==> src/design/apra_pkg.sv <==
// ----------------------------------------------------------------------------
// apra_pkg: shared types and constants of the progression range adder
// Widths, command codes, the queue entry and the state encodings used by the
// front, the queue and the back of the block.
// ----------------------------------------------------------------------------
package apra_pkg;

    localparam int MAX_LENGTH = 1024;
    localparam int ADDR_W     = $clog2(MAX_LENGTH + 1);
    localparam int IDX_W      = 11;
    localparam int LEN_W      = 11;
    localparam int VAL_W      = 32;
    localparam int SUM_W      = 64;
    localparam int DVD_W      = VAL_W + 1;
    localparam int DCNT_W     = $clog2(DVD_W);
    localparam int QDEPTH     = 2;
    localparam int QPTR_W     = $clog2(QDEPTH);

    localparam logic [LEN_W-1:0] LEN_RESET = LEN_W'(1024);

    typedef enum logic {
        CMD_ADD    = 1'b0,
        CMD_FINISH = 1'b1
    } t_cmd;

    typedef struct packed {
        t_cmd                     cmd;
        logic [IDX_W-1:0]         left;
        logic [IDX_W-1:0]         right;
        logic signed [VAL_W-1:0]  start_v;
        logic signed [VAL_W-1:0]  end_v;
        logic signed [SUM_W-1:0]  step;
    } t_item;

    typedef struct packed {
        logic full;
        logic empty;
    } t_q_status;

    // one row of the store: value differences and step differences
    typedef struct packed {
        logic [SUM_W-1:0] base;
        logic [SUM_W-1:0] slope;
    } t_row;

    typedef enum logic {
        F_IDLE,
        F_DIV
    } t_front_state;

    typedef enum logic [2:0] {
        B_CLEAR,
        B_IDLE,
        B_RD,
        B_WR,
        B_SWEEP,
        B_DRAIN
    } t_back_state;

    typedef enum logic [1:0] {
        OP_LEFT,
        OP_NEXT,
        OP_END
    } t_op;

endpackage

==> src/design/apra_queue.sv <==
// ----------------------------------------------------------------------------
// apra_queue: short entry queue between front and back
// Holds checked commands so the divider and the store sequencer stall apart.
// ----------------------------------------------------------------------------
module apra_queue (
    input  logic                 i_clk,
    input  logic                 i_rst_n,
    input  logic                 i_push,
    input  apra_pkg::t_item      i_item,
    input  logic                 i_pop,
    output apra_pkg::t_item      o_item,
    output apra_pkg::t_q_status  o_status
);
    import apra_pkg::*;

    t_item              r_slot [QDEPTH];
    logic [QPTR_W-1:0]  r_wptr, n_wptr;
    logic [QPTR_W-1:0]  r_rptr, n_rptr;
    logic [QPTR_W:0]    r_count, n_count;

    assign o_item         = r_slot[r_rptr];
    assign o_status.full  = (r_count == (QPTR_W+1)'(QDEPTH));
    assign o_status.empty = (r_count == '0);

    always_comb begin
        n_wptr  = i_push ? r_wptr + QPTR_W'(1) : r_wptr;
        n_rptr  = i_pop  ? r_rptr + QPTR_W'(1) : r_rptr;
        n_count = r_count;
        if (i_push && !i_pop) begin
            n_count = r_count + (QPTR_W+1)'(1);
        end else if (i_pop && !i_push) begin
            n_count = r_count - (QPTR_W+1)'(1);
        end
    end

    always_ff @(posedge i_clk) begin
        if (!i_rst_n) begin
            r_wptr  <= '0;
            r_rptr  <= '0;
            r_count <= '0;
        end else begin
            r_wptr  <= n_wptr;
            r_rptr  <= n_rptr;
            r_count <= n_count;
        end
    end

    always_ff @(posedge i_clk) begin
        if (i_push) begin
            r_slot[r_wptr] <= i_item;
        end
    end

endmodule

==> config.mk <==
export PLATFORM = sky130hd
export DESIGN_NAME = apra_queue
export DESIGN_NICKNAME = d
export VERILOG_FILES = /design/src/design/apra_pkg.sv /design/src/design/apra_queue.sv
export SDC_FILE = /design/constraint.sdc
export NUM_CORES = 1
export LEC_CHECK = 0
export CELL_PAD_IN_SITES_DETAIL_PLACEMENT = 0
export CELL_PAD_IN_SITES_GLOBAL_PLACEMENT = 1
export CORE_MARGIN = 2
export CORE_UTILIZATION = 44
export CTS_BUF_LIST = sky130_fd_sc_hd__clkbuf_16
export DETAILED_ROUTE_END_ITERATION = 16
export DONT_BUFFER_PORTS = 1
export MAX_ROUTING_LAYER = met4
export PLACE_DENSITY = 0.66
export SLEW_MARGIN = 0
export SYNTH_ARGS = -nofsm -noshare
export SYNTH_HDL_FRONTEND = slang
export SYNTH_SLANG_ARGS = --single-unit
==> constraint.sdc <==
create_clock -name i_clk -period 12 [get_ports i_clk]
set_input_delay 1.8 -clock i_clk [delete_from_list [all_inputs] [get_ports i_clk]]
set_output_delay 1.8 -clock i_clk [all_outputs]
set_load 0.01 [all_outputs]
==> impl_table.tex, run 1 <==
\begin{tabular}{lr}
\hline
Metric & Value \\
\hline
\multicolumn{2}{l}{\textbf{Yosys}} \\
\quad Leading area contributor after synthesis & sky130\_fd\_sc\_hd\_\_edfxtp\_1 \\
\quad Commonest cells in the synthesized netlist & sky130\_fd\_sc\_hd\_\_edfxtp\_1 (302), sky130\_fd\_sc\_hd\_\_mux2\_4 (90), sky130\_fd\_sc\_hd\_\_mux2\_2 (61) \\
\quad Yosys Warn Count & 0 \\
\quad Proportion of register bits with asynchronous set or reset after synthesis & 0\% \\
\quad Ys flop type & sky130\_fd\_sc\_hd\_\_edfxtp\_1 \\
\quad Number of synthesized register bits & 307 \\
\quad Post-synthesis cell area & 0.0115 mm² \\
\quad Seq/Total Area, Yosys & 79.9\% \\
\quad Area share of the largest cell type after synthesis & 79.0\% \\
\quad Most instantiated library cell after synthesis & sky130\_fd\_sc\_hd\_\_edfxtp\_1 \\
\quad Biggest area contributors in the synthesized netlist & sky130\_fd\_sc\_hd\_\_edfxtp\_1 (79\%), sky130\_fd\_sc\_hd\_\_mux2\_4 (12\%), sky130\_fd\_sc\_hd\_\_mux2\_2 (6.0\%) \\
\quad Post-synth EDFFs & 302 \\
\quad Number of cells produced by synthesis & 492 \\
\quad Synthesized net count & 648 \\
\quad Post-synth cell types & 17 \\
\quad Synth Area per Inst & 23.3 µm² \\
\multicolumn{2}{l}{\textbf{Layout}} \\
\quad Layout cell share with drive strength beyond 1 & 37.8\% \\
\quad Nets@finish & 668 \\
\quad Antenna fix cells & 0 \\
\quad Synth-to-layout area growth & 11.2\% \\
\quad Share of the core filled with cells in the final layout & 49.4\% \\
\multicolumn{2}{l}{\textbf{Floorplan}} \\
\quad Count of standard-cell rows & 59 \\
\quad IO Count & 308 \\
\quad Initial Util & 44.4\% \\
\quad Core area & 0.0258 mm² \\
\quad Area of the die & 0.0274 mm² \\
\quad Vertical extent of the die & 166 µm \\
\quad Die Wd & 166 µm \\
\multicolumn{2}{l}{\textbf{Place}} \\
\quad GP Congestion & 0.689 \\
\quad Post-detail-place hpwl & 12.6 mm \\
\quad Number of input and output port buffers inserted & 0 \\
\multicolumn{2}{l}{\textbf{STA}} \\
\quad Number of pins exceeding their max-slew limit in the final report & 0 \\
\quad Highest clock rate & 0.220 GHz \\
\quad Total negative slack for setup checks & 0 ns \\
\quad RSZ-0062 raised after global routing & no \\
\quad Minimum clock period after layout & 4.55 ns \\
\quad Pin slew with the least headroom to its limit & 1.21 ns \\
\quad Part of the cycle the worst path needs & 37.9\% \\
\quad Tightest slew margin relative to the limit & 19.2\% \\
\quad Final hold vios & 0 \\
\quad Clock skew & 0.00979 ns \\
\quad Setup-violating endpoint count in the final report & 0 \\
\multicolumn{2}{l}{\textbf{Clock tree}} \\
\quad \# hold bufs at CTS & 0 \\
\quad Count of H-tree levels built during CTS & 1 \\
\quad Root Buffer & sky130\_fd\_sc\_hd\_\_clkbuf\_16 \\
\quad Post-CTS Setup Inserts & 0 \\
\quad Deepest clock path buffer count & 3 \\
\quad PostCTS Resize Cnt & 0 \\
\quad Clk pin slew, worst setup/hold paths & 0.06 ns \\
\quad Clk\_lat worst skew & 0.54 ns \\
\quad Number of buffers created by CTS & 30 \\
\quad Count of clock tree sinks & 307 \\
\quad CTS tree & done \\
\multicolumn{2}{l}{\textbf{Global route}} \\
\quad Maximum number of pins on one net before global-route repair & 80 \\
\quad Antenna violations before repair & 0 \\
\quad Global router's overall resource usage & 13.4\% \\
\quad GRT Residual Overflow & 0 \\
\quad First-pass GRT wire length & 26.7 mm \\
\quad Number of global-route vias before repair & 4620 \\
\multicolumn{2}{l}{\textbf{Route}} \\
\quad DRC marker count from the first detailed-route iteration & 213 \\
\quad Wire length after detailed routing & 18.9 mm \\
\quad Pre-antenna DRT Iters & 4 \\
\quad DR vias & 4429 \\
\quad Antenna-violating nets left & 0 \\
\quad Vias per std cell & 5.09 \\
\quad Count of unresolved DRC violations after routing & 0 \\
\quad Post-DR wirelength/cell & 21.8 µm \\
\multicolumn{2}{l}{\textbf{Critical path}} \\
\quad Kind of critical path & flop to output port \\
\quad Cell family with the largest share of critical-path delay & buffers and inverters \\
\quad CP max-delay cell & sky130\_fd\_sc\_hd\_\_buf\_4 \\
\quad Buffer and inverter count on the worst path & 1 \\
\quad Startpoint of the worst register-to-register path & r\_wptr \\
\quad Nature of the critical path endpoint & output port \\
\quad Startpoint Class & flop \\
\quad Register-to-Register Setup Slack & 9.30 ns \\
\quad WP data required & 10.20 ns \\
\quad Critical path cell sequence & buf\_4 > mux2\_2 \\
\quad Critical path data arrival time & 2.75 ns \\
\quad Maximum cell stage delay along the critical path & 0.95 ns \\
\quad Worst-path maximum fanout & 73 \\
\multicolumn{2}{l}{\textbf{Run}} \\
\quad Max\_cap viols & 0 \\
\multicolumn{2}{l}{\textbf{Outcome}} \\
\quad Run status & finished, final reports clean \\
\multicolumn{2}{l}{\textbf{Worst hold path}} \\
\quad Startpoint of the most critical hold path & r\_count[1] \\
\quad Path category of the worst min-delay check & flop to flop \\
\multicolumn{2}{l}{\textbf{Power}} \\
\quad Pwr dens & 183 mW/mm² \\
\quad IR drop worst, VDD & 0.000140 V \\
\quad Static power due to leakage & 4.36 nW \\
\quad Post-layout total power & 2.33 mW \\
\hline
\end{tabular}
layer usage:
metal  vias up  GRT usage (%)  wire [µm]
met4         0           4.27        425
met3        31           7.84       3250
li1       1993              -          -
met5         -              -          0
met1      2168           13.8       6270
met2       237           21.4       8990
logic make-up after synthesis:
kind of cell / after synthesis / share of synthesized area, %
buffers and inverters: 18 / 1.37
multiplexers: 151 / 17.8
flip-flops: 307 / 79.9
adder cells (fa/ha/maj): 1 / 0.109
AO/OA/AOI/OAI: 3 / 0.174
XOR/XNOR: 3 / 0.229
AND/OR/NAND/NOR: 9 / 0.469
worst min-delay path, stage by stage (launching register included):
cell and delay (ns):
sky130_fd_sc_hd__dfxtp_1 0.33, sky130_fd_sc_hd__o21ai_0 0.07, sky130_fd_sc_hd__a21boi_0 0.07
worst paths after layout:
| check | to | cells past startpoint |
|---|---|---|
| setup / recovery | o_item[11] | 2 |
| hold / removal | r_count[1] | 2 |
| setup reg to reg | r_slot[0][62] | 3 |
| hold reg to reg | r_count[1] | 2 |
flip-flops by register name, summed over array words and instances, names as in the netlist, named ones only:
signal and flops:
r_rptr 1, r_count 2, r_slot 302, r_wptr 1
report_power, final:
group	internal, mW	total (mW)	leakage (nW)	switching [mW]
combinational	0.0800	0.179	0.988	0.0995
sequential	1.24	1.26	2.88	0.0176
clock	0.530	0.894	0.494	0.364
total	1.85	2.33	4.36	0.481
cell usage in the layout (no fill, tap or decap):
master,count
sky130_fd_sc_hd__mux2_4,90
sky130_fd_sc_hd__xnor2_1,1
sky130_fd_sc_hd__and2_4,1
sky130_fd_sc_hd__inv_1,7
sky130_fd_sc_hd__nor2_1,1
sky130_fd_sc_hd__clkinv_2,4
sky130_fd_sc_hd__o21a_1,1
sky130_fd_sc_hd__or3_1,1
sky130_fd_sc_hd__clkbuf_16,31
sky130_fd_sc_hd__o21ai_0,1
sky130_fd_sc_hd__ha_1,1
sky130_fd_sc_hd__xor2_1,2
sky130_fd_sc_hd__nor2b_4,1
sky130_fd_sc_hd__and2_1,3
sky130_fd_sc_hd__nor2b_1,2
sky130_fd_sc_hd__dfxtp_1,4
sky130_fd_sc_hd__clkinv_4,2
sky130_fd_sc_hd__bufinv_16,3
sky130_fd_sc_hd__a21boi_0,1
sky130_fd_sc_hd__buf_4,5
sky130_fd_sc_hd__clkinv_1,6
sky130_fd_sc_hd__inv_6,1
sky130_fd_sc_hd__mux2_2,61
sky130_fd_sc_hd__edfxtp_1,302
sky130_fd_sc_hd__dfxtp_4,1
sky130_fd_sc_hd__clkinvlp_4,2
final cells by class:
cell class,count,area (µm²)
Fill cell,2067,13100
Sequential cell,307,9170
Multi-Input combinational cell,167,2160
Clock buffer,31,776
Tap cell,335,419
Clock inverter,24,196
Timing Repair Buffer,5,37.5
Inverter,1,3.75
through the flow:
step	cells	hold WS [ns]	worst slack (ns)	area (µm²)
floorplan	492	0.473	2.96	11500
global placement	815	0.487	7.86	11800
detailed placement	815	0.518	7.75	11800
CTS	870	0.528	7.36	12800
global route	870	0.572	7.29	12800
finish	870	0.524	7.45	12800
No activity file was read; power rests on OpenSTA's default activity.
==> inputs of run 2 (changes only) <==
--- a/config.mk
+++ b/config.mk
@@ -13,7 +13,7 @@
 export DETAILED_ROUTE_END_ITERATION = 16
 export DONT_BUFFER_PORTS = 1
 export MAX_ROUTING_LAYER = met4
-export PLACE_DENSITY = 0.66
+export PLACE_DENSITY = 0.68
 export SLEW_MARGIN = 0
 export SYNTH_ARGS = -nofsm -noshare
 export SYNTH_HDL_FRONTEND = slang
==> constraint.sdc (replaced) <==
create_clock -name i_clk -period 3.9 [get_ports i_clk]
set_input_delay 0.585 -clock i_clk [delete_from_list [all_inputs] [get_ports i_clk]]
set_output_delay 0.585 -clock i_clk [all_outputs]
set_load 0.01 [all_outputs]
==> run 2 against run 1 <==
Clock power grew to 2.8 times the previous value. Flip-flop and latch count stayed put. Utilization fell by 0.11 points. Setup slack got worse by 6.3 ns. Sequential share of layout area grew 0.16 points. Global-route usage up 0.48 points. Sequential power grew to 3.1 times the previous value. Critical path type unchanged. Critical endpoint is now o_item[15].
==> impl_table.tex, run 2 (synthesis gave the netlist of run 1 again) <==
\begin{tabular}{lr}
\hline
Metric & Value \\
\hline
\multicolumn{2}{l}{\textbf{Clock tree}} \\
\quad Number of buffers created by CTS & 30 (unchanged) \\
\quad Clk pin slew, worst setup/hold paths & 0.06 ns (about the same) \\
\quad Count of H-tree levels built during CTS & 1 (unchanged) \\
\quad Deepest clock path buffer count & 3 (unchanged) \\
\quad Clk\_lat worst skew & 0.54 ns (about the same) \\
\quad Root Buffer & sky130\_fd\_sc\_hd\_\_clkbuf\_16 \\
\quad \# hold bufs at CTS & 0 (unchanged) \\
\quad PostCTS Resize Cnt & 0 (unchanged) \\
\quad CTS tree & done \\
\quad Post-CTS Setup Inserts & 0 (unchanged) \\
\quad Count of clock tree sinks & 307 (unchanged) \\
\multicolumn{2}{l}{\textbf{Critical path}} \\
\quad Cell family with the largest share of critical-path delay & buffers and inverters \\
\quad Kind of critical path & flop to output port \\
\quad Critical path data arrival time & 2.17 ns (-0.58 ns) \\
\quad Critical R2R Capture & r\_slot[1][100] \\
\quad WP data required & 3.31 ns (-6.89 ns) \\
\quad Register-to-Register Setup Slack & 1.97 ns (-7.33 ns) \\
\quad Buffer and inverter count on the worst path & 1 (unchanged) \\
\quad Critical path cell sequence & buf\_4 > mux2\_2 \\
\quad Startpoint Class & flop \\
\quad Register-to-Register Path Depth & 2 (-1) \\
\quad CP max-delay cell & sky130\_fd\_sc\_hd\_\_buf\_4 \\
\quad Startpoint of the worst register-to-register path & r\_wptr \\
\quad Nature of the critical path endpoint & output port \\
\quad Maximum cell stage delay along the critical path & 0.72 ns (-0.23 ns) \\
\quad Worst-path maximum fanout & 69 (-5.5\%) \\
\quad Count of cell instances traversed by the critical path & 2 (unchanged) \\
\multicolumn{2}{l}{\textbf{Layout}} \\
\quad FILL cells & 2086 (+0.92\%) \\
\quad Most common cell after layout, fill and taps aside & sky130\_fd\_sc\_hd\_\_edfxtp\_1 \\
\quad Largest regs & r\_slot: 302 flops, r\_count: 2 flops \\
\quad Max reg flops & 302 (unchanged) \\
\quad Synth-to-layout area growth & 11.0\% \\
\quad Layout cell share with drive strength beyond 1 & 37.4\% (-0.40 points) \\
\quad Nets@finish & 670 (+0.30\%) \\
\quad Highest-count cells in the layout ignoring fill and taps & sky130\_fd\_sc\_hd\_\_edfxtp\_1 (302), sky130\_fd\_sc\_hd\_\_mux2\_4 (90), sky130\_fd\_sc\_hd\_\_mux2\_2 (61), sky130\_fd\_sc\_hd\_\_clkbuf\_16 (31), sky130\_fd\_sc\_hd\_\_clkinv\_1 (9) \\
\quad Post-layout instance count excluding filler cells & 875 (+0.57\%) \\
\quad Largest reg by FF count & r\_slot \\
\multicolumn{2}{l}{\textbf{Place}} \\
\quad Number of input and output port buffers inserted & 0 (unchanged) \\
\quad Placed Cells incl. Taps & 817 (+0.25\%) \\
\quad GP Congestion & 0.783 (+14\%) \\
\quad Post-detail-place hpwl & 13.2 mm (+4.4\%) \\
\quad Minimum setup slack after placement & 1.70 ns (-6.05 ns) \\
\multicolumn{2}{l}{\textbf{Power}} \\
\quad IR drop worst, VDD & 0.000462 V (+230\%) \\
\quad Static power due to leakage & 4.35 nW (-0.18\%) \\
\quad Pwr dens & 547 mW/mm² (+200\%) \\
\quad Post-layout total power & 6.97 mW (+200\%) \\
\multicolumn{2}{l}{\textbf{Route}} \\
\quad Count of unresolved DRC violations after routing & 0 (unchanged) \\
\quad Pre-antenna DRT Iters & 4 (unchanged) \\
\quad DRC marker count from the first detailed-route iteration & 289 (+36\%) \\
\quad Vias per std cell & 5.17 (+1.7\%) \\
\quad Wire length after detailed routing & 19.8 mm (+4.8\%) \\
\quad Post-DR wirelength/cell & 22.7 µm (+4.2\%) \\
\quad DR vias & 4528 (+2.2\%) \\
\quad Antenna-violating nets left & 0 (unchanged) \\
\multicolumn{2}{l}{\textbf{Floorplan}} \\
\quad Die Wd & 166 µm (unchanged) \\
\quad Initial Util & 44.4\% (unchanged) \\
\quad Area of the die & 0.0274 mm² (unchanged) \\
\quad Vertical extent of the die & 166 µm (unchanged) \\
\quad Core area & 0.0258 mm² (unchanged) \\
\quad IO Count & 308 (unchanged) \\
\quad Count of standard-cell rows & 59 (unchanged) \\
\multicolumn{2}{l}{\textbf{STA}} \\
\quad Final hold vios & 0 (unchanged) \\
\quad Minimum clock period after layout & 2.76 ns \\
\quad Total negative slack for setup checks & 0 ns (unchanged) \\
\quad Number of pins exceeding their max-slew limit in the final report & 0 (unchanged) \\
\quad Worst-case setup margin in the final layout & 1.14 ns (-6.30 ns) \\
\quad Clock skew & 0.0175 ns (+0.00769 ns) \\
\quad Highest clock rate & 0.363 GHz \\
\quad Setup-violating endpoint count in the final report & 0 (unchanged) \\
\quad RSZ-0062 raised after global routing & no \\
\quad Pin slew with the least headroom to its limit & 1.02 ns (-0.193 ns) \\
\quad Tightest slew margin relative to the limit & 32.1\% (+13 points) \\
\quad Part of the cycle the worst path needs & 70.7\% \\
\multicolumn{2}{l}{\textbf{Worst hold path}} \\
\quad Hold Path Depth & 0 (-2) \\
\quad Path category of the worst min-delay check & input port to flop \\
\quad Hold-critical path endpoint & r\_slot[1][32] \\
\quad Startpoint of the most critical hold path & i\_item[32] \\
\multicolumn{2}{l}{\textbf{Outcome}} \\
\quad Run status & finished, final reports clean \\
\multicolumn{2}{l}{\textbf{Run}} \\
\quad Max\_cap viols & 0 (unchanged) \\
\multicolumn{2}{l}{\textbf{Global route}} \\
\quad Antenna violations before repair & 1 (+1) \\
\quad Global router's overall resource usage & 13.8\% (+0.48 points) \\
\quad GRT Residual Overflow & 0 (unchanged) \\
\quad First-pass GRT wire length & 27.5 mm (+3.1\%) \\
\quad Maximum number of pins on one net before global-route repair & 128 (+60\%) \\
\quad Number of global-route vias before repair & 4696 (+1.6\%) \\
\hline
\end{tabular}
run 2: changes by cell type in the layout (fill, tap and decap cells not counted), sizes merged:
cell      delta
buf          +2
bufinv       -3
clkinv       +5
clkinvlp     -1
diode        +2
run 2: final cells by class:
class,count,area (µm²),area share (%)
Antenna cell,2,5.00,0.0393
Clock buffer,31,776,6.09
Clock inverter,25,111,0.874
Inverter,1,3.75,0.0295
Multi-Input combinational cell,167,2160,17.0
Sequential cell,307,9170,72.0
Tap cell,335,419,3.29
Timing Repair Buffer,7,90.1,0.707
run 2: worst max path at each step:
stage                       from      endpoint  slack (ns)
final                       flop    o_item[15]        1.14
after global routing        flop    o_item[16]        1.02
after CTS                   flop    o_item[15]        1.10
after detailed placement    flop    o_item[15]        1.70
after global placement      flop    o_item[16]        1.75
after floorplan           i_push  r_slot[0][0]        0.61
run 2: through the flow:
step	hold WS [ns]	util (%)	cell area, µm²
floorplan	0.473	-	11500
global placement	0.490	45.8	11800
detailed placement	0.519	45.8	11800
CTS	0.0926	49.3	12700
global route	0.0934	49.3	12700
finish	0.132	49.3	12700
run 2: worst reg2reg max path: cells and delay by family (launching register included):
family | cells | cell delay (ns)
flops | 1 | 0.38
buf+inv | 1 | 0.52
simple gates | 1 | 0.65
run 2: power by group:
group          internal [mW]  switching, mW
Combinational          0.251          0.318
Clock                   1.43           1.11
Sequential              3.82         0.0446
Total                   5.50           1.47
run 2: routing by layer:
| layer | GRT usage [%] | vias to the layer above | share of wire [%] |
|---|---|---|---|
| li1 | - | 2002 | - |
| met1 | 16.0 | 2248 | 36 |
| met2 | 22.2 | 241 | 48 |
| met3 | 5.72 | 37 | 13 |
| met4 | 4.23 | 0 | 2.5 |
| met5 | - | - | 0 |
