`src/design/apra_pkg.sv`:
```
// ----------------------------------------------------------------------------
// apra_pkg: shared types and constants of the progression range adder
// Widths, command codes, the queue entry and the state encodings used by the
// front, the queue and the back of the block.
// ----------------------------------------------------------------------------
package apra_pkg;

    localparam int MAX_LENGTH = 1024;
    localparam int ADDR_W     = $clog2(MAX_LENGTH + 1);
    localparam int IDX_W      = 11;
    localparam int LEN_W      = 11;
    localparam int VAL_W      = 32;
    localparam int SUM_W      = 64;
    localparam int DVD_W      = VAL_W + 1;
    localparam int DCNT_W     = $clog2(DVD_W);
    localparam int QDEPTH     = 2;
    localparam int QPTR_W     = $clog2(QDEPTH);

    localparam logic [LEN_W-1:0] LEN_RESET = LEN_W'(1024);

    typedef enum logic {
        CMD_ADD    = 1'b0,
        CMD_FINISH = 1'b1
    } t_cmd;

    typedef struct packed {
        t_cmd                     cmd;
        logic [IDX_W-1:0]         left;
        logic [IDX_W-1:0]         right;
        logic signed [VAL_W-1:0]  start_v;
        logic signed [VAL_W-1:0]  end_v;
        logic signed [SUM_W-1:0]  step;
    } t_item;

    typedef struct packed {
        logic full;
        logic empty;
    } t_q_status;

    // one row of the store: value differences and step differences
    typedef struct packed {
        logic [SUM_W-1:0] base;
        logic [SUM_W-1:0] slope;
    } t_row;

    typedef enum logic {
        F_IDLE,
        F_DIV
    } t_front_state;

    typedef enum logic [2:0] {
        B_CLEAR,
        B_IDLE,
        B_RD,
        B_WR,
        B_SWEEP,
        B_DRAIN
    } t_back_state;

    typedef enum logic [1:0] {
        OP_LEFT,
        OP_NEXT,
        OP_END
    } t_op;

endpackage

```
`src/design/apra_front.sv`:
```
// ----------------------------------------------------------------------------
// apra_front: command intake, range check and step divider
// Accepts a beat, drops bad ranges, and works out the step of a progression
// with a bit-serial restoring divider before queueing the entry.
// ----------------------------------------------------------------------------
module apra_front (
    input  logic                           i_clk,
    input  logic                           i_rst_n,
    input  logic                           start,
    output logic                           busy,
    input  logic                           i_command,
    input  logic [apra_pkg::IDX_W-1:0]     i_left_index,
    input  logic [apra_pkg::IDX_W-1:0]     i_right_index,
    input  logic signed [apra_pkg::VAL_W-1:0] i_start_value,
    input  logic signed [apra_pkg::VAL_W-1:0] i_end_value,
    input  apra_pkg::t_q_status            i_q_status,
    input  logic                           i_clearing,
    output logic                           o_push,
    output apra_pkg::t_item                o_item
);
    import apra_pkg::*;

    t_front_state             r_state, n_state;
    t_item                    r_item,  n_item;
    logic [DVD_W-1:0]         r_quo,   n_quo;
    logic [IDX_W-1:0]         r_rem,   n_rem;
    logic [IDX_W-1:0]         r_div,   n_div;
    logic                     r_neg,   n_neg;
    logic [DCNT_W-1:0]        r_cnt,   n_cnt;

    logic                     accept;
    logic                     bad_range;
    logic signed [DVD_W-1:0]  diff;
    logic [DVD_W-1:0]         diff_mag;
    logic [IDX_W:0]           trial;
    logic                     fits;
    logic [IDX_W-1:0]         div_rem;
    logic [DVD_W-1:0]         div_quo;
    logic [SUM_W-1:0]         quo_ext;

    assign busy   = (r_state != F_IDLE) || i_q_status.full || i_clearing;
    assign accept = start && !busy;

    assign bad_range = (i_left_index == '0) || (i_right_index < i_left_index)
                       || (int'(i_right_index) > MAX_LENGTH);

    assign diff     = DVD_W'(i_end_value) - DVD_W'(i_start_value);
    assign diff_mag = diff[DVD_W-1] ? DVD_W'(-diff) : DVD_W'(diff);

    // one quotient bit a cycle
    assign trial   = {r_rem, r_quo[DVD_W-1]};
    assign fits    = trial >= {1'b0, r_div};
    assign div_rem = fits ? IDX_W'(trial - {1'b0, r_div}) : IDX_W'(trial);
    assign div_quo = {r_quo[DVD_W-2:0], fits};
    assign quo_ext = SUM_W'(div_quo);

    always_comb begin
        n_state = r_state;
        n_item  = r_item;
        n_quo   = r_quo;
        n_rem   = r_rem;
        n_div   = r_div;
        n_neg   = r_neg;
        n_cnt   = r_cnt;
        o_push  = 1'b0;
        o_item  = r_item;
        case (r_state)
            F_IDLE: begin
                if (accept) begin
                    n_item.cmd     = t_cmd'(i_command);
                    n_item.left    = i_left_index;
                    n_item.right   = i_right_index;
                    n_item.start_v = i_start_value;
                    n_item.end_v   = i_end_value;
                    n_item.step    = '0;
                    if (t_cmd'(i_command) == CMD_FINISH) begin
                        o_push = 1'b1;
                        o_item = n_item;
                    end else if (!bad_range) begin
                        if (i_left_index == i_right_index) begin
                            o_push = 1'b1;
                            o_item = n_item;
                        end else begin
                            n_quo   = diff_mag;
                            n_rem   = '0;
                            n_div   = i_right_index - i_left_index;
                            n_neg   = diff[DVD_W-1];
                            n_cnt   = '0;
                            n_state = F_DIV;
                        end
                    end
                end
            end
            F_DIV: begin
                n_quo = div_quo;
                n_rem = div_rem;
                n_cnt = r_cnt + DCNT_W'(1);
                if (r_cnt == DCNT_W'(DVD_W - 1)) begin
                    o_push      = 1'b1;
                    o_item.step = r_neg ? -quo_ext : quo_ext;
                    n_state     = F_IDLE;
                end
            end
            default: begin
                n_state = F_IDLE;
            end
        endcase
    end

    always_ff @(posedge i_clk) begin
        if (!i_rst_n) begin
            r_state <= F_IDLE;
        end else begin
            r_state <= n_state;
        end
    end

    always_ff @(posedge i_clk) begin
        r_item <= n_item;
        r_quo  <= n_quo;
        r_rem  <= n_rem;
        r_div  <= n_div;
        r_neg  <= n_neg;
        r_cnt  <= n_cnt;
    end

endmodule

```
`config.mk`:
```
export PLATFORM = sky130hd
export DESIGN_NAME = apra_front
export DESIGN_NICKNAME = d
export VERILOG_FILES = /design/src/design/apra_pkg.sv /design/src/design/apra_front.sv
export SDC_FILE = /design/constraint.sdc
export NUM_CORES = 1
export LEC_CHECK = 0
export BUFFER_PORTS_ARGS = -buffer_cell sky130_fd_sc_hd__buf_2
export CAP_MARGIN = 20
export CORE_ASPECT_RATIO = 0.6
export CORE_MARGIN = 1
export CORE_UTILIZATION = 35
export CTS_BUF_LIST = sky130_fd_sc_hd__clkbuf_4 sky130_fd_sc_hd__clkbuf_8
export CTS_CLUSTER_DIAMETER = 50
export DETAILED_ROUTE_END_ITERATION = 7
export MAX_ROUTING_LAYER = met4
export PLACE_DENSITY = 0.57
export SLEW_MARGIN = 20
export SYNTH_ARGS = -nofsm -noshare
export SYNTH_HDL_FRONTEND = slang
export SYNTH_SLANG_ARGS = --single-unit
```
`constraint.sdc`:
```
create_clock -name i_clk -period 9 [get_ports i_clk]
set_input_delay 0.45 -clock i_clk [delete_from_list [all_inputs] [get_ports i_clk]]
set_output_delay 0.45 -clock i_clk [all_outputs]
set_load 0.1 [all_outputs]
```
==> implementation parameters, run 1 <==
Parameter                              Value

Logic synthesis
  Post-Synthesis Cells ... 1,111
  Synth Net Count ... 1,265
  Most used flip-flop cell after synthesis ... edfxtp_1
  Flops & latches, synth ... 150
  Yosys warning total ... 0
  Unique masters post-synth ... 96
  Most common cell in the synthesized netlist ... edfxtp_1
  Largest cells by area after synthesis ... edfxtp_1 (40%), mux2_2 (11%), ha_1 (6.4%)
  Most common library cells after synthesis ... edfxtp_1 (149), mux2_2 (109), nor2_1 (109)
  Cell taking the most area after synthesis ... edfxtp_1
  Number of flops mapped to enable cells by yosys ... 149
  Async set or reset register ratio after synthesis ... 0
  Sequential share of the synthesized area ... 0.399
  Synth top area share ... 0.398
  Netlist Area Pre-Place ... 11,300 um^2
  Mean Syn Cell Area ... 10.1 um^2

Timing
  Least-Margin Pin Slew ... 0.941 ns
  Final period utilization ... 0.737
  Final count of hold timing violations ... 0
  Time the final worst path needs with I/O delays and setup ... 6.64 ns
  Max-slew headroom at the worst pin ... 0.369
  Total negative slack ... 0 ns
  Max Slew Vio Count ... 0
  Setup-violating endpoint count in the final report ... 0
  Upper clock frequency limit ... 151 MHz
  Min setup slack post-route ... 2.36 ns
  Setup repair after global routing missed its margin ... false
  Final setup skew ... 0.00767 ns

Worst setup path
  Setup Crit Path Kind ... flip-flop to primary output
  Critical Path Start Type ... flip-flop
  Required time worst endpoint ... 8.55 ns
  Origin of the critical flop-to-flop path ... r_quo[32]
  Arrival time of the worst setup path ... 6.19 ns
  Endpoint type of the worst setup path ... primary output
  Crit-path max FO ... 18
  Crit. Startpoint ... r_rem[1]

Routing
  1st-pass router iterations ... 7
  Routed via count ... 9,188
  WL/cell ... 17.1 um
  Via density ... 5.20
  Number of nets with antenna violations after detailed routing ... 0
  Number of DRC markers after the initial detailed-route iteration ... 606
  WL final ... 30,200 um
  Remaining routing DRC violations ... 16

CTS
  Clock buffers created by TritonCTS ... 17
  Number of buffers inserted by post-CTS setup repair ... 0
  TritonCTS clock tree ... done
  H-tree lvl count ... 4
  Number of sinks driven by the clock tree ... 150
  Clock latency of the later-clocked register in the worst-skew pair ... 0.47 ns
  Gates resized, CTS repair ... 0
  Cts-stage hold buffer count ... 0
  Maximum count of clock buffers along a single path ... 2
  Root buffer selected by CTS ... clkbuf_8
  Clock slew at the register clock pins of the worst setup and hold paths ... 0.09 ns

Cells and area
  Area of all sequential standard cells ... 4490 um^2
  Share of post-route cells with drive strength above 1 ... 0.325
  Fillcell total ... 3,119
  Multi-input combinational cell area ... 6260 um^2
  Post-route design area ... 13,300 um^2
  Layout Area Growth over Synthesis ... 18.0%
  Total Nets Final ... 1,493

Global route
  Number of global-route vias before repair ... 8,580
  Largest net degree at the start of global routing ... 65
  Antenna violations before repair ... 1
  Final global-route overflow total ... 0
  Global-route wire length before repair ... 47,800 um
  Total Routing Usage GR ... 0.191

Pwr
  Pwr Density ... 145 nW/um^2
  Static leakage ... 5.49 nW
  Peak VDD IR ... 0.0759 mV

Floorplan
  DIE WIDTH ... 234 um
  Die Outline Area ... 32,900 um^2
  Site row count ... 50
  Count of pins on the block boundary ... 246
  CORE AREA ... 31,400 um^2
  Height of the die ... 141 um
  Initial core utilization ... 0.358

Place
  Post-DP HPWL ... 22,900 um
  Input/output buffers ... 244
  Last weighted congestion value of the routability-driven placer ... 0.900
  Worst setup timing slack at the placement stage ... 2.93 ns
  Placed inst area ... 12,900 um^2

Run
  Max Cap Viol ... 0

Run status
  Failing checks ... DRC
  Status ... finished, violations left

Worst hold path
  Hold/Removal Path Class ... input pin to flip-flop
  Hold_sp ... i_start_value[3]
-- stage by stage --
stage / total power, W / util / std cells / hold slack (ns)
floorplan: 0.00128 / - / 1111 / 0.549
detailed placement: 0.00140 / 0.411 / 1735 / 0.569
global placement: 0.00140 / 0.411 / 1735 / 0.571
CTS: 0.00195 / 0.422 / 1764 / 0.122
global route: 0.00203 / 0.423 / 1766 / 0.139
finish: 0.00193 / 0.423 / 1766 / 0.175
-- worst paths after layout --
kind                            slack (ns)  cells past startpoint          to
worst max register to register        5.19                     13    r_rem[5]
worst min-delay path                  0.18                      1  r_item[99]
worst max-delay path                  2.36                     20  o_item[32]
worst min register to register        0.61                      2    r_rem[9]
-- logic make-up after synthesis --
| logic type | share of synthesized area |
|---|---|
| compound gates | 0.152 |
| xor+xnor | 0.0761 |
| fa+ha+maj | 0.0698 |
| buf+inv | 0.0470 |
| flops | 0.399 |
| mux | 0.111 |
| simple gates | 0.145 |
-- critical path, stage by stage, from the launching register on --
cell and delay, ns:
edfxtp_1 0.40, ha_1 0.36, nor2b_1 0.16, o21ai_0 0.25
a21oi_1 0.14, o31a_1 0.27, o21a_1 0.18, o21ai_0 0.36
nand2_1 0.42, clkinv_1 0.44, ha_1 0.25, nand2b_1 0.07
nand2b_1 0.15, or2_2 0.34, or4_4 0.52, nand2b_4 0.19
or3_4 0.43, o31ai_4 0.19, xor2_1 0.10, nor2_1 0.08
buf_2 0.43
-- power by group --
group / leakage, nW / switching (W) / internal (W)
registers: 1.38 / 0.00000684 / 0.000801
clock network: 0.183 / 0.000271 / 0.000265
logic: 3.92 / 0.000383 / 0.000200
total: 5.49 / 0.000661 / 0.00127
-- cell usage in the layout, fill, tap and decap left out, types with 7 or more instances in the layout --
master	n
edfxtp_1	149
nor2_1	108
xnor2_1	48
buf_2	244
inv_1	86
buf_4	9
a211oi_1	8
a21o_1	12
a21oi_1	70
nand2_1	67
or3_1	8
ha_1	58
o21a_1	8
xor2_1	48
nand4_1	14
o31ai_1	9
nor3_1	16
mux2_2	109
o2111ai_1	7
nor4_1	9
nand3_1	26
nand2b_1	10
clkbuf_8	17
a31oi_1	7
o21ai_0	44
nor2b_1	14
o41ai_1	8
-- area by class of cell --
type	instances	area share
diodes	1	0.000188
clock buffers	17	0.0176
clock inverters	12	0.0105
inverters	88	0.0249
multi-input cells	828	0.471
flip-flops and latches	150	0.338
well taps	416	0.0392
repair buffers	254	0.0979
-- routing by layer --
metal / up-vias / share of wire / GRT usage
met3: 15 / 0.052 / 0.0376
met2: 221 / 0.42 / 0.261
met5: - / 0 / -
met4: 0 / 0.0071 / 0.0396
li1: 4530 / - / -
met1: 4422 / 0.52 / 0.287
-- state kept, by name, indices dropped and copies added, names as in the netlist --
register	flops
r_div	11
r_neg	1
r_quo	33
r_item	87
r_rem	11
r_state	1
r_cnt	6
Note: power is estimated with default switching activity, not from simulation.
==> inputs of run 2 (changes only) <==
- clock period: 9 -> 5.75 ns (I/O delays scaled with it)
==> run 2 against run 1 <==
Against the previous run:
- the flow still finishes with violations (DRC)
- hold slack got worse by 0.13 ns
- final cell count rose by 4.1%
- clock power rose by 46%
- first-iteration DRC count rose by 10%
- critical endpoint is now o_item[34]
- total power rose by 55%
- largest power group unchanged
- clock skew rose by 0.012 ns
- count of clock-buffer cells in the layout rose by 1
- sequential cell count did not move
- wire length rose by 2.0%
==> implementation parameters, run 2 (synthesis results as in run 1) <==
Parameter                              Value

Routing
  Met2 wire length ... 13,200 um (+3.1%)
  WL met3 ... 1430 um (-9.5%)
  Via density ... 5.11 (-1.8%)
  Remaining routing DRC violations ... 12 (-4)
  Routed via count ... 9,395 (+2.3%)
  Total routed wire length on the met1 layer ... 15,900 um (+1.9%)
  Number of DRC markers after the initial detailed-route iteration ... 669 (+10%)
  1st-pass router iterations ... 7 (unchanged)
  Top layer used by detailed routing ... met4
  Number of nets with antenna violations after detailed routing ... 0 (unchanged)
  WL final ... 30,800 um (+2.0%)
  WL/cell ... 16.8 um (-2.0%)

Floorplan
  Initial core utilization ... 0.358 (unchanged)
  CORE AREA ... 31,400 um^2 (unchanged)
  Die Outline Area ... 32,900 um^2 (unchanged)
  Count of pins on the block boundary ... 246 (unchanged)
  Height of the die ... 141 um (unchanged)
  DIE WIDTH ... 234 um (unchanged)
  Site row count ... 50 (unchanged)

Worst setup path
  Largest stage delay, worst path ... 0.52 ns (about the same)
  Cell at the slowest stage of the critical path ... or4_4
  Endpoint type of the worst setup path ... primary output
  Crit-path max FO ... 7 (-11)
  Cells along the critical path ... ha_1, nor2b_1, o21ai_0, a21oi_1, o31a_1, o21a_1, o21ai_2, nand2_1, clkinv_1, ha_1, nand2b_1, nand2b_1, or2_2, or4_4, nand2b_4, or3_4, nor2b_2, nor2_1, buf_2
  Arrival time of the worst setup path ... 5.16 ns (-1.03 ns)
  Required time worst endpoint ... 5.46 ns (-3.09 ns)
  Critical Path Start Type ... flip-flop
  Setup Crit Path Kind ... flip-flop to primary output

Cells and area
  Fillcell total ... 3,028 (-2.9%)
  Largest register by flop count ... r_item
  Total Nets Final ... 1,564 (+4.8%)
  Commonest cells after routing, fill and taps aside ... buf_2 (235), edfxtp_1 (149), mux2_2 (109), nor2_1 (106), inv_1 (86)
  Top flop regs ... r_item x87, r_quo x33
  Share of post-route cells with drive strength above 1 ... 0.316 (-0.00893)
  Diode insertion count for antenna repair ... 0 (-1)
  Commonest non-fill, non-tap cell in the layout ... buf_2
  Layout Area Growth over Synthesis ... 25.4%
  Number of flip-flops under the largest register name ... 87 (unchanged)
  Final core utilization ... 0.449 (+0.0265)

Timing
  Least-Margin Pin Slew ... 1.05 ns (+0.114 ns)
  Time the final worst path needs with I/O delays and setup ... 5.45 ns
  Final count of hold timing violations ... 0 (unchanged)
  Max-slew headroom at the worst pin ... 0.297 (-0.0724)
  Setup repair after global routing missed its margin ... false
  Upper clock frequency limit ... 183 MHz
  Min setup slack post-route ... 0.299 ns (-2.07 ns)
  Final period utilization ... 0.948
  Total negative slack ... 0 ns (unchanged)
  Final setup skew ... 0.0197 ns (+0.0120 ns)
  Max Slew Vio Count ... 0 (unchanged)
  Setup-violating endpoint count in the final report ... 0 (unchanged)

Pwr
  Total design power ... 0.00299 W (+55%)
  Pwr Density ... 212 nW/um^2 (+46%)
  Peak VDD IR ... 0.119 mV (+57%)
  Static leakage ... 5.80 nW (+5.7%)

CTS
  Maximum count of clock buffers along a single path ... 2 (unchanged)
  Clock latency of the later-clocked register in the worst-skew pair ... 0.49 ns (+0.02 ns)
  Number of sinks driven by the clock tree ... 150 (unchanged)
  Root buffer selected by CTS ... clkbuf_8
  Clock slew at the register clock pins of the worst setup and hold paths ... 0.10 ns (about the same)
  TritonCTS clock tree ... done
  H-tree lvl count ... 4 (unchanged)
  Number of buffers inserted by post-CTS setup repair ... 0 (unchanged)
  Clock buffers created by TritonCTS ... 17 (unchanged)

Worst hold path
  Hold/Removal Path Class ... input pin to flip-flop

Global route
  Antenna violations before repair ... 0 (-1)
  Total Routing Usage GR ... 0.193 (+0.00214)
  Final global-route overflow total ... 0 (unchanged)
  Global-route wire length before repair ... 48,500 um (+1.3%)
  Largest net degree at the start of global routing ... 78 (+20%)
  Number of global-route vias before repair ... 8,917 (+3.9%)

Place
  Input/output buffers ... 244 (unchanged)
  Worst setup timing slack at the placement stage ... 0.642 ns (-2.29 ns)
  Last weighted congestion value of the routability-driven placer ... 0.909 (+1.0%)
  Post-DP HPWL ... 22,700 um (-0.82%)

Run status
  Status ... finished, violations left
  Failing checks ... DRC

Run
  Max Cap Viol ... 0 (unchanged)
==> run 2: where the power goes <==
group | switching (W) | total, W | internal, W
combinational | 0.000602 | 0.000947 | 0.000345
clock | 0.000440 | 0.000781 | 0.000341
sequential | 0.0000107 | 0.00126 | 0.00125
total | 0.00105 | 0.00299 | 0.00194
==> run 2: final timing paths <==
path	startpoint	endpoint	slack, ns	cells after the start
max	r_rem[1]	o_item[34]	0.30	19
min	i_left_index[7]	r_item[146]	0.04	1
max reg2reg	r_quo[32]	r_rem[5]	2.74	14
min reg2reg	r_rem[1]	r_rem[2]	0.61	2
==> run 2: final cells by class <==
cell class / count / area [um^2] / area share
flip-flops and latches: 150 / 4490 / 0.318
repair buffers: 324 / 2130 / 0.151
clock inverters: 13 / 108 / 0.00763
inverters: 88 / 330 / 0.0234
clock buffers: 18 / 241 / 0.0171
well taps: 416 / 520 / 0.0369
multi-input cells: 829 / 6290 / 0.446
==> run 2: timing repair <==
item,CTS,global route
hold endpoints to repair,67,0
gates resized for setup,0,2
endpoints found under the setup margin,0,17
hold buffers,67,0
==> run 2: critical path, delay by kind of cell, from the launching register on <==
kind	cells	cell delay, ns
simple gates	10	2.34
compound gates	5	1.04
fa+ha+maj	2	0.52
buf+inv	2	0.38
flops	1	0.40
==> run 2: through the flow <==
stage,cell area [um^2],hold WS [ns],std cells
after global routing,14100,0.00895,1838
after floorplan,11300,0.386,1111
after CTS,14100,0.00110,1836
after global placement,13100,0.496,1738
final,14100,0.0415,1838
after detailed placement,13100,0.499,1738
==> run 2: layer usage <==
metal,up-vias,track usage
met5,-,-
met4,0,0.0431
met3,16,0.0364
met2,194,0.269
met1,4515,0.286
li1,4670,-
==> inputs of run 3 (changes only) <==
- CORE_UTILIZATION: 35 -> 52
- PLACE_DENSITY: 0.57 -> 0.79
==> run 3 against run 2 <==
Against the previous run:
- the flow now finishes without violations
- clock skew decreased by 0.0096 ns
- wire length decreased by 8.1%
- critical path depth grew 3
- first-iteration DRC count grew 23%
- worst setup slack is essentially flat
- hold slack worse by 0.013 ns
- final area shrank 4.8%
- final cell count fell by 11%
- die area decreased by 32%
- critical endpoint is now o_item[32]
==> implementation parameters, run 3 (synthesis results as in run 1) <==
Parameter                              Value

Floorplan
  Initial core utilization ... 0.533 (+0.174)
  Die Outline Area ... 22,300 um^2 (-32%)
  DIE WIDTH ... 192 um (-18%)
  Site row count ... 41 (-18%)
  CORE AREA ... 21,100 um^2 (-33%)
  Height of the die ... 116 um (-18%)
  Count of pins on the block boundary ... 246 (unchanged)

CTS
  Clock buffers created by TritonCTS ... 17 (unchanged)
  Clock slew at the register clock pins of the worst setup and hold paths ... 0.09 ns (about the same)
  Number of sinks driven by the clock tree ... 150 (unchanged)
  TritonCTS clock tree ... done
  Root buffer selected by CTS ... clkbuf_8
  H-tree lvl count ... 4 (unchanged)
  Clock latency of the later-clocked register in the worst-skew pair ... 0.47 ns (-0.02 ns)
  Maximum count of clock buffers along a single path ... 2 (unchanged)

Routing
  WL/cell ... 17.2 um (+2.8%)
  Number of DRC markers after the initial detailed-route iteration ... 822 (+23%)
  Number of nets with antenna violations after detailed routing ... 0 (unchanged)
  Routed via count ... 9,482 (+0.93%)
  WL final ... 28,300 um (-8.1%)
  Via density ... 5.77 (+13%)
  Remaining routing DRC violations ... 0 (-12)
  1st-pass router iterations ... 6 (-1)

Global route
  Total Routing Usage GR ... 0.262 (+0.0689)
  Final global-route overflow total ... 0 (unchanged)
  Global-route wire length before repair ... 44,600 um (-7.9%)
  Largest net degree at the start of global routing ... 83 (+6.4%)
  Antenna violations before repair ... 0 (unchanged)
  Number of global-route vias before repair ... 8,753 (-1.8%)

Worst setup path
  Critical Path Start Type ... flip-flop
  FF-to-FF End ... r_quo[5]
  Origin of the critical flop-to-flop path ... r_state
  Setup Crit Path Kind ... flip-flop to primary output
  Arrival time of the worst setup path ... 5.16 ns (about the same)
  Crit-path max FO ... 6 (-1)
  Cell at the slowest stage of the critical path ... or4_4
  Endpoint type of the worst setup path ... primary output
  Register-to-Register Path Depth ... 8 (-6)
  Crit. Startpoint ... r_quo[32]
  Required time worst endpoint ... 5.46 ns (about the same)
  Cells along the critical path ... inv_1, ha_1, fa_1, nor2b_1, o21ai_1, a21oi_1, o31a_1, o21a_1, o21ai_2, nand2_1, clkinv_1, ha_1, nand2b_1, nand2b_1, or2_2, or4_4, nand2b_4, or3_4, o31ai_4, xor2_1, nor2_2, buf_12
  Internal reg-to-reg setup slack ... 2.24 ns (-0.50 ns)
  Largest stage delay, worst path ... 0.52 ns (about the same)
  Critical path destination ... o_item[32]

Timing
  Total negative slack ... 0 ns (unchanged)
  Least-Margin Pin Slew ... 1.08 ns (+0.0239 ns)
  Max Slew Vio Count ... 0 (unchanged)
  Final period utilization ... 0.948 (about the same)
  Minimum hold slack ... 0.0289 ns (-0.0126 ns)
  Time the final worst path needs with I/O delays and setup ... 5.45 ns (+0.000376 ns)
  Setup repair after global routing missed its margin ... false
  Max-slew headroom at the worst pin ... 0.281 (-0.0159)
  Upper clock frequency limit ... 183 MHz (about the same)
  Final setup skew ... 0.0101 ns (-0.00960 ns)
  Final count of hold timing violations ... 0 (unchanged)
  Setup-violating endpoint count in the final report ... 0 (unchanged)

Run
  Max Cap Viol ... 0 (unchanged)

Place
  Last weighted congestion value of the routability-driven placer ... 0.916 (+0.81%)
  Input/output buffers ... 244 (unchanged)
  Number of instances in the placed design ... 1,601 (-7.9%)
  Placed inst area ... 12,900 um^2 (-1.6%)
  Post-DP HPWL ... 21,300 um (-6.4%)

Cells and area
  Commonest non-fill, non-tap cell in the layout ... buf_2
  Layout Area Growth over Synthesis ... 19.4%
  Diode insertion count for antenna repair ... 0 (unchanged)
  Number of flip-flops under the largest register name ... 87 (unchanged)
  Final cell count without fillers ... 1,644 (-11%)
  Share of post-route cells with drive strength above 1 ... 0.332 (+0.0161)
  Top flop regs ... r_item x87, r_quo x33
  Largest register by flop count ... r_item
  Total Nets Final ... 1,506 (-3.7%)
  Fillcell total ... 1,704 (-44%)
  Commonest cells after routing, fill and taps aside ... buf_2 (237), edfxtp_1 (149), mux2_2 (109), nor2_1 (106), inv_1 (86)
  Post-route design area ... 13,400 um^2 (-4.8%)

Pwr
  Pwr Density ... 233 nW/um^2 (+9.8%)
  Peak VDD IR ... 0.243 mV (+100%)
  Total design power ... 0.00313 W (+4.5%)
  Static leakage ... 5.61 nW (-3.3%)

Run status
  Status ... completed

Worst hold path
  Hold/Removal Path Class ... input pin to flip-flop
==> run 3: changes by cell type in the layout (fill, tap and decap cells not counted), sizes merged <==
cell / change
clkbuf: +1
bufinv: +3
dlygate4sd3: -59
clkinvlp: -1
clkinv: -3
inv: +1
buf: +1
==> run 3: final cells by class <==
cell class                 instances  area (um^2)  area share
clock buffer                      19          262      0.0195
clock inverter                    13          194      0.0144
inverter                          88          330      0.0246
multi-input combinational        829         6280       0.467
sequential                       150         4490       0.334
tap                              279          349      0.0260
timing repair buffer             266         1530       0.114
==> run 3: metrics by stage <==
stage / worst slack [ns] / utilization
2_1_floorplan: 0.0862 / -
3_3_place_gp: 0.694 / 0.608
3_5_place_dp: 0.491 / 0.608
4_1_cts: 0.0562 / 0.633
5_1_grt: 0.0413 / 0.636
6_report: 0.299 / 0.636
==> run 3: worst min-delay path by stage <==
| stage | from | endpoint | slack (ns) | cells past startpoint |
|---|---|---|---|---|
| 2_1_floorplan | i_start_value[4] | r_item[100] | 0.39 | 0 |
| 3_3_place_gp | i_start_value[11] | r_item[107] | 0.50 | 1 |
| 3_5_place_dp | i_start_value[10] | r_item[106] | 0.49 | 1 |
| 4_1_cts | i_start_value[12] | r_item[108] | 0.0009 | 1 |
| 5_1_grt | i_start_value[16] | r_item[112] | 0.003 | 1 |
| 6_report | i_end_value[14] | r_item[78] | 0.03 | 1 |
==> run 3: repair_timing <==
item | 4_1_cts | 5_1_grt
gates resized for setup | 1 | 3
setup endpoints to repair | 15 | 18
setup buffers | 0 | 0
gates cloned | 0 | 1
hold buffers | 7 | 1
endpoints found under the hold margin | 7 | 1
==> run 3: critical path: cells and delay by family (launching register included) <==
family                     cells  cell delay [ns]
and+or+nand+nor                9             1.97
AOI/OAI and AO/OA              6             1.18
adders and majority gates      3             0.56
DFF                            1             0.42
buffers and inverters          3             0.36
xor gates and xnor gates       1             0.20
==> run 3: routing by layer <==
| layer | GRT usage | up-vias | wire length (um) |
|---|---|---|---|
| met2 | 0.374 | 424 | 12000 |
| met5 | - | - | 0 |
| li1 | - | 4551 | - |
| met1 | 0.388 | 4481 | 13800 |
| met4 | 0.0550 | 0 | 247 |
| met3 | 0.0427 | 26 | 2310 |
==> run 3: report_power, final <==
part,total [W],internal (W),leakage [nW],switching (W)
registers,0.00126,0.00125,1.38,0.0000115
clock network,0.000944,0.000502,0.227,0.000442
logic,0.000919,0.000319,4.00,0.000600
total,0.00313,0.00207,5.61,0.00105
